$ cat src/rtl/ddpu_pkg.sv
`timescale 1ns / 1ps
package ddpu_pkg;

  typedef struct packed {
    logic signed [31:0] pose_x;
    logic signed [31:0] pose_y;
    logic signed [15:0] pose_heading;
    logic signed [15:0] linear_speed;
    logic signed [15:0] angular_rate;
    logic        [15:0] time_step;
  } in_word_t;

  typedef struct packed {
    logic signed [31:0] new_x;
    logic signed [31:0] new_y;
    logic signed [15:0] new_heading;
  } out_word_t;

  // heading in Q2.13
  localparam int HEAD_PI     = 25736;
  localparam int HEAD_TWO_PI = 51472;

  // CORDIC: angle in Q.16, vector in Q1.30
  localparam int CORDIC_STEPS = 16;
  localparam int CW           = 33;
  localparam int AW           = 20;
  localparam int ANG_HALF_PI  = 102944;
  localparam int ANG_PI       = 205888;
  localparam int CORDIC_GAIN  = 652032874;

  localparam logic signed [AW-1:0] ATAN_Q16 [CORDIC_STEPS] = '{
    20'sd51472, 20'sd30386, 20'sd16055, 20'sd8150, 20'sd4091, 20'sd2047, 20'sd1024,
    20'sd512, 20'sd256, 20'sd128, 20'sd64, 20'sd32, 20'sd16, 20'sd8, 20'sd4, 20'sd2
  };

  // arc divider: numerator < 2^50, divisor = |w|*1024 >= 1024, so the top
  // NW-QW quotient bits are always zero
  localparam int DIV_NW = 50;
  localparam int DIV_DW = 26;
  localparam int DIV_QW = 40;

  localparam logic [7:0] THRESH_RESET = 8'd1;

  function automatic logic signed [31:0] sat32(input logic signed [41:0] v);
    logic signed [31:0] r;
    if (v > 42'sd2147483647) begin
      r = 32'sh7fffffff;
    end else if (v < -42'sd2147483648) begin
      r = 32'sh80000000;
    end else begin
      r = v[31:0];
    end
    return r;
  endfunction

endpackage

$ cat src/rtl/ddpu_cordic.sv
`timescale 1ns / 1ps
module ddpu_cordic (
  input  logic                             clk,
  input  logic                             en,
  input  logic signed [15:0]               head,
  output logic signed [ddpu_pkg::CW-1:0]   sin_o,
  output logic signed [ddpu_pkg::CW-1:0]   cos_o
);

  localparam int N  = ddpu_pkg::CORDIC_STEPS;
  localparam int CW = ddpu_pkg::CW;
  localparam int AW = ddpu_pkg::AW;
  localparam logic signed [AW-1:0] HALF_PI_A = AW'(ddpu_pkg::ANG_HALF_PI);
  localparam logic signed [AW-1:0] PI_A      = AW'(ddpu_pkg::ANG_PI);
  localparam logic signed [CW-1:0] GAIN      = CW'(ddpu_pkg::CORDIC_GAIN);

  logic signed [CW-1:0] x_r [N+1];
  logic signed [CW-1:0] y_r [N+1];
  logic signed [AW-1:0] a_r [N+1];
  logic                 neg_r [N+1];

  logic signed [AW-1:0] a_in;
  logic signed [AW-1:0] a_fold;
  logic                 neg_in;

  always_comb begin
    a_in   = {head[15], head, 3'b000};
    a_fold = a_in;
    neg_in = 1'b0;
    // fold into [-pi/2, pi/2], negate both outputs
    if (a_in > HALF_PI_A) begin
      a_fold = a_in - PI_A;
      neg_in = 1'b1;
    end else if (a_in < -HALF_PI_A) begin
      a_fold = a_in + PI_A;
      neg_in = 1'b1;
    end
  end

  always_ff @(posedge clk) begin
    if (en) begin
      x_r[0]   <= GAIN;
      y_r[0]   <= '0;
      a_r[0]   <= a_fold;
      neg_r[0] <= neg_in;
    end
  end

  for (genvar i = 0; i < N; i++) begin : g_iter
    always_ff @(posedge clk) begin
      if (en) begin
        if (a_r[i] >= 0) begin
          x_r[i+1] <= x_r[i] - (y_r[i] >>> i);
          y_r[i+1] <= y_r[i] + (x_r[i] >>> i);
          a_r[i+1] <= a_r[i] - ddpu_pkg::ATAN_Q16[i];
        end else begin
          x_r[i+1] <= x_r[i] + (y_r[i] >>> i);
          y_r[i+1] <= y_r[i] - (x_r[i] >>> i);
          a_r[i+1] <= a_r[i] + ddpu_pkg::ATAN_Q16[i];
        end
        neg_r[i+1] <= neg_r[i];
      end
    end
  end

  assign sin_o = neg_r[N] ? -y_r[N] : y_r[N];
  assign cos_o = neg_r[N] ? -x_r[N] : x_r[N];

endmodule

$ cat config.mk
export PLATFORM = sky130hd
export DESIGN_NAME = ddpu_cordic
export DESIGN_NICKNAME = d
export VERILOG_FILES = /design/src/rtl/ddpu_pkg.sv /design/src/rtl/ddpu_cordic.sv
export SDC_FILE = /design/constraint.sdc
export NUM_CORES = 2
export LEC_CHECK = 0
export BUFFER_PORTS_ARGS = -buffer_cell sky130_fd_sc_hd__buf_4
export CAP_MARGIN = 10
export CORE_UTILIZATION = 61
export CTS_CLUSTER_DIAMETER = 50
export CTS_CLUSTER_SIZE = 30
export DETAILED_ROUTE_END_ITERATION = 7
export PLACE_DENSITY = 0.77
export SLEW_MARGIN = 15
export SYNTH_ARGS = -nofsm -noshare
export SYNTH_HDL_FRONTEND = slang
export SYNTH_SLANG_ARGS = --single-unit
$ cat constraint.sdc
create_clock -name clk -period 6.5 [get_ports clk]
set_input_delay 0.65 -clock clk [delete_from_list [all_inputs] [get_ports clk]]
set_output_delay 0.65 -clock clk [all_outputs]
set_load 0.01 [all_outputs]
* Word level (Yosys, flattened, before mapping)
Memory sizes are Yosys's and may differ from the RTL's. Index checks and enable logic that the tools add are counted.
Word-level totals: bits in registers 0, RAM bits 1479, input port bits 18, output and inout port bits 66, logic and storage cells 321, memories 4
Operators by class: $add $sub $neg 99, $lt $le $gt $ge 18, multiplexer cells 152, bitwise logic cells 48
Memories:
- x_r | depth 17, width 33, read ports 17, clocked after memory_dff 0, wr ports 17, RTL line ddpu_cordic.sv:17 | logic signed [CW-1:0] x_r [N+1];
- y_r | depth 17, width 33, read ports 17, clocked after memory_dff 0, wr ports 17, RTL line ddpu_cordic.sv:18 | logic signed [CW-1:0] y_r [N+1];
- a_r | depth 17, width 20, read ports 16, clocked after memory_dff 0, wr ports 17, RTL line ddpu_cordic.sv:19 | logic signed [AW-1:0] a_r [N+1];
- neg_r | depth 17, width 1, read ports 17, clocked after memory_dff 0, wr ports 17, RTL line ddpu_cordic.sv:20 | logic neg_r [N+1];
Operators by type and width (number):
- 33-bit two-way mux | 34
- 20-bit two-way mux | 18
- 20-bit by 1-bit greater-or-equal comparator with 1-bit output, second input constant | 16
- 1-bit two-way mux | 100
- 33-bit by 18-bit adder with 33-bit output | 2
- 33-bit by 19-bit adder with 33-bit output | 2
- 33-bit by 20-bit adder with 33-bit output | 2
- 33-bit by 21-bit adder with 33-bit output | 2
- 33-bit by 22-bit adder with 33-bit output | 2
- 33-bit by 23-bit adder with 33-bit output | 2
- 33-bit by 24-bit adder with 33-bit output | 2
- 33-bit by 25-bit adder with 33-bit output | 2
- 33-bit by 26-bit adder with 33-bit output | 2
- 33-bit by 27-bit adder with 33-bit output | 2
- 33-bit by 28-bit adder with 33-bit output | 2
- 33-bit by 29-bit adder with 33-bit output | 2
- 33-bit by 30-bit adder with 33-bit output | 2
- 33-bit by 31-bit adder with 33-bit output | 2
- 33-bit by 32-bit adder with 33-bit output | 2
- 33-bit negator | 2
- 33-bit by 18-bit subtractor with 33-bit output | 2
- 33-bit by 19-bit subtractor with 33-bit output | 2
- 33-bit by 20-bit subtractor with 33-bit output | 2
- 33-bit by 21-bit subtractor with 33-bit output | 2
- 48 further kinds | 109

* Depth between registers and ports, before layout
An unclocked memory read counts as a cell.
depth after elaboration 6, gate-level depth with buffers 21, depth with buffers taken out 21

* Worst setup path after synthesis
OpenSTA, ideal clock, no wires.
path kind in2reg, start point in en, end point mem x_r[4][31], data pin, library setup time 0.277 ns, arrival time 5.157 ns, data required time 6.223 ns, slack 1.065 ns, stages 19, path buffers 4, path through clkbuf_1 -> clkbuf_1 -> nand2_1 -> inv_1 -> clkbuf_1 -> buf_1 -> nor2_1 -> xor2_1 -> ha_1 -> o21a_1 -> a2111oi_0 -> nor4_1 -> a221o_1 -> a41o_1 -> a21oi_1 -> o211ai_1 -> or2_2 -> o21ai_0 -> o311ai_0
RTL lines:
- start, declared | RTL line ddpu_cordic.sv:4 | input logic en,
- end, declared | RTL line ddpu_cordic.sv:17

==> flow_metrics.py <==
metrics = {
    "status": {
        "status": "completed",
    },
    "synth": {
        "ys_ff_latch": 1254,
        "synth-seq-area-share": 0.362,
        "synth_ff_type": "edfxtp_1",
        "yosys_warnings": 0,
        "synthArstFlopShare": 0,
        "synth_area_mm2": 0.104,
        "syn_nets": 11900,
        "synth-edff-count": 1254,
        "syn_area_per_cell_um2": 9.71,
        "syn_inst": 10700,
        "synthDistinctLibCells": 85,
    },
    "timing": {
        "rsz0062_at_grt": "false",
        "tns_ns": 0,
        "min_period_over_period": 0.857,
        "max_freq_mhz": 179,
        "worst-slew-pin-transition_ns": 1.14,
        "period_minus_slack_ns": 5.57,
        "drv_slew": 0,
        "setup_viol": 0,
        "finalHoldViolCount": 0,
        "max_slew_margin": 0.231,
        "skew_ns": 0.0418,
    },
    "layout": {
        "antenna_cells": 0,
        "layout-drive-gt1-share": 0.0504,
        "nNetsFinal": 12000,
        "utilization": 0.665,
        "area.growth.synth_to_final_pct": 8.33,
    },
    "clocking": {
        "postCtsSetupRepairBufs": 0,
        "path_clk_slew_ns": 0.07,
        "cts-root-buf": "clkbuf_16",
        "cts_buffer_depth": 3,
        "cts_made_buffers": 150,
        "cts_tree": "built",
        "htreeDepth": 4,
        "clkSinkCount": 1254,
        "worst_skew_pair.late_latency_ns": 0.84,
    },
    "critical_path": {
        "endpoint_kind": "register",
        "cp_max_fo": 7,
        "crit_arrival_ns": 6.13,
        "r2r_setup_slack_ns": 0.93,
        "reg2reg_depth": 19,
        "timing.rr.start": "x_r[14][14]",
        "cp_data_required_time_ns": 7.06,
        "startpoint_type": "register",
        "r2r-end": "y_r[15][32]",
        "path_class": "register to register",
    },
    "detailed_routing": {
        "ant_nets": 0,
        "routedWlPerCell_um": 20.8,
        "post_drt_via_cell_ratio": 6.25,
        "drt_first_pass_iters": 6,
        "num_vias": 82300,
        "drc": 0,
        "drt_wl_total_mm": 273,
        "drt_iter0_markers": 6739,
    },
    "min_path": {
        "hold_path_end": "a_r[0][10]",
        "hp-start": "head[7]",
        "hold_path_depth": 2,
        "hp-class": "input port to register",
    },
    "floorplanning": {
        "fp-row-count": 151,
        "die_h_um": 415,
        "core_mm2": 0.169,
        "ioPinCount": 84,
        "die_x_um": 415,
        "dieArea_mm2": 0.172,
        "start_util": 0.614,
    },
    "grt": {
        "grt_pass1_vias": 79100,
        "antenna_found_initial": 5,
        "grt_pass1_wl_mm": 430,
        "overflow": 0,
        "grt_max_degree": 182,
        "grt_usage": 0.311,
    },
    "placed_design": {
        "gp_congestion": 0.961,
        "post-dp-hpwl_mm": 216,
        "port_buffers": 83,
    },
    "flow_run": {
        "drv_cap": 0,
    },
}
==> per-stage QoR <==
step | hold WS (ns) | std cells | instance area [µm²] | worst slack (ns)
4_1_cts | 0.135 | 13200 | 113000 | 0.998
3_5_place_dp | 0.405 | 12900 | 107000 | 0.894
5_1_grt | 0.166 | 13200 | 113000 | 0.523
6_report | 0.191 | 13200 | 113000 | 0.928
3_3_place_gp | 0.400 | 12900 | 107000 | 0.958
2_1_floorplan | 0.400 | 10700 | 104000 | 1.07
==> registers in the layout, indices dropped and copies added (netlist names) <==
name   flops
a_r      271
x_r      470
y_r      496
neg_r     17
==> routing by layer <==
layer,GRT usage,vias up,share of wire
met3,0.0384,541,0.052
met2,0.545,2377,0.49
met1,0.395,39400,0.42
met4,0.112,0,0.036
li1,-,39900,-
met5,0,-,0
==> cell families after synthesis <==
kind of cell,share of synthesized area
AOI/OAI and AO/OA,0.193
buffers and inverters,0.0235
and+or+nand+nor,0.124
xor gates and xnor gates,0.142
DFF,0.362
adders and majority gates,0.146
muxes,0.00911
==> timing repair <==
item | CTS | global route
hold buffers | 3 | 0
resized for setup | 0 | 0
hold endpoints to repair | 3 | 0
==> synthesized netlist by cell type (70+ instances only) <==
cell type,instances,area share
nor2_1,813,0.029
nand3_1,183,0.0088
xor2_1,536,0.045
o41ai_1,70,0.0059
clkbuf_1,146,0.0053
nor2b_1,126,0.0076
o31ai_1,135,0.0098
nand2b_1,187,0.011
nand2_1,578,0.021
edfxtp_1,1254,0.36
o21ai_0,576,0.028
o21bai_1,151,0.011
xnor2_1,1154,0.097
a21o_1,473,0.034
nor4_1,92,0.0055
ha_1,1140,0.14
nor3_1,240,0.012
a21oi_1,1065,0.051
a31oi_1,92,0.0055
and3_1,78,0.0047
or3_1,75,0.0045
a211oi_1,100,0.0072
o21a_1,146,0.011
inv_1,452,0.016
==> placed cells by master, fill, tap and decap left out, drive strengths merged, types with 62 or more instances in the layout <==
cell type	count
mux2i	62
xor2	536
edfxtp	1254
a31oi	93
nand2	578
o21ai	580
or3	77
xnor2	1154
o41ai	72
nand3	183
nor2	814
nand2b	187
nor2b	126
o31ai	136
nor3	240
a211oi	100
a21oi	1065
a21o	473
inv	510
clkbuf	157
buf	157
nor4	92
o21a	146
o21bai	151
ha	1140
and3	78
==> how the worst max path moves through the flow <==
| stage | from | end | cells after the start |
|---|---|---|---|
| 2_1_floorplan | en | x_r[4][31] | 19 |
| 3_3_place_gp | en | y_r[16][32] | 17 |
| 3_5_place_dp | en | y_r[16][32] | 17 |
| 4_1_cts | x_r[2][28] | y_r[3][32] | 16 |
| 5_1_grt | x_r[14][14] | y_r[15][32] | 19 |
| 6_report | x_r[14][14] | y_r[15][32] | 19 |
==> critical path, cell delays in order (launching register included) <==
cell       delay [ns]
edfxtp_1         0.49
inv_1            0.10
ha_1             0.16
nor3b_1          0.55
nand2_1          0.15
nor4_1           0.47
a21oi_1          0.35
xnor2_1          0.21
ha_1             0.37
nand2_1          0.15
a21oi_1          0.06
a221oi_1         0.29
o211ai_1         0.19
and2_1           0.24
a221oi_1         0.39
o21ai_0          0.22
a21o_1           0.24
a221oi_1         0.40
o2bb2ai_1        0.20
xnor2_1          0.09
==> area by class of cell <==
cell class              instances  area, µm²
flip-flops and latches       1254      37700
repair buffers                160       1260
clock buffers                 157       3800
inverters                     458       1720
clock inverters               123       1550
well taps                    2218       2780
fillers                     13400      56700
multi-input cells            8794      63800
Power is left out: the tool's default activity adds up to more than one toggle a clock period on the data nets, which glitch-free logic cannot reach.
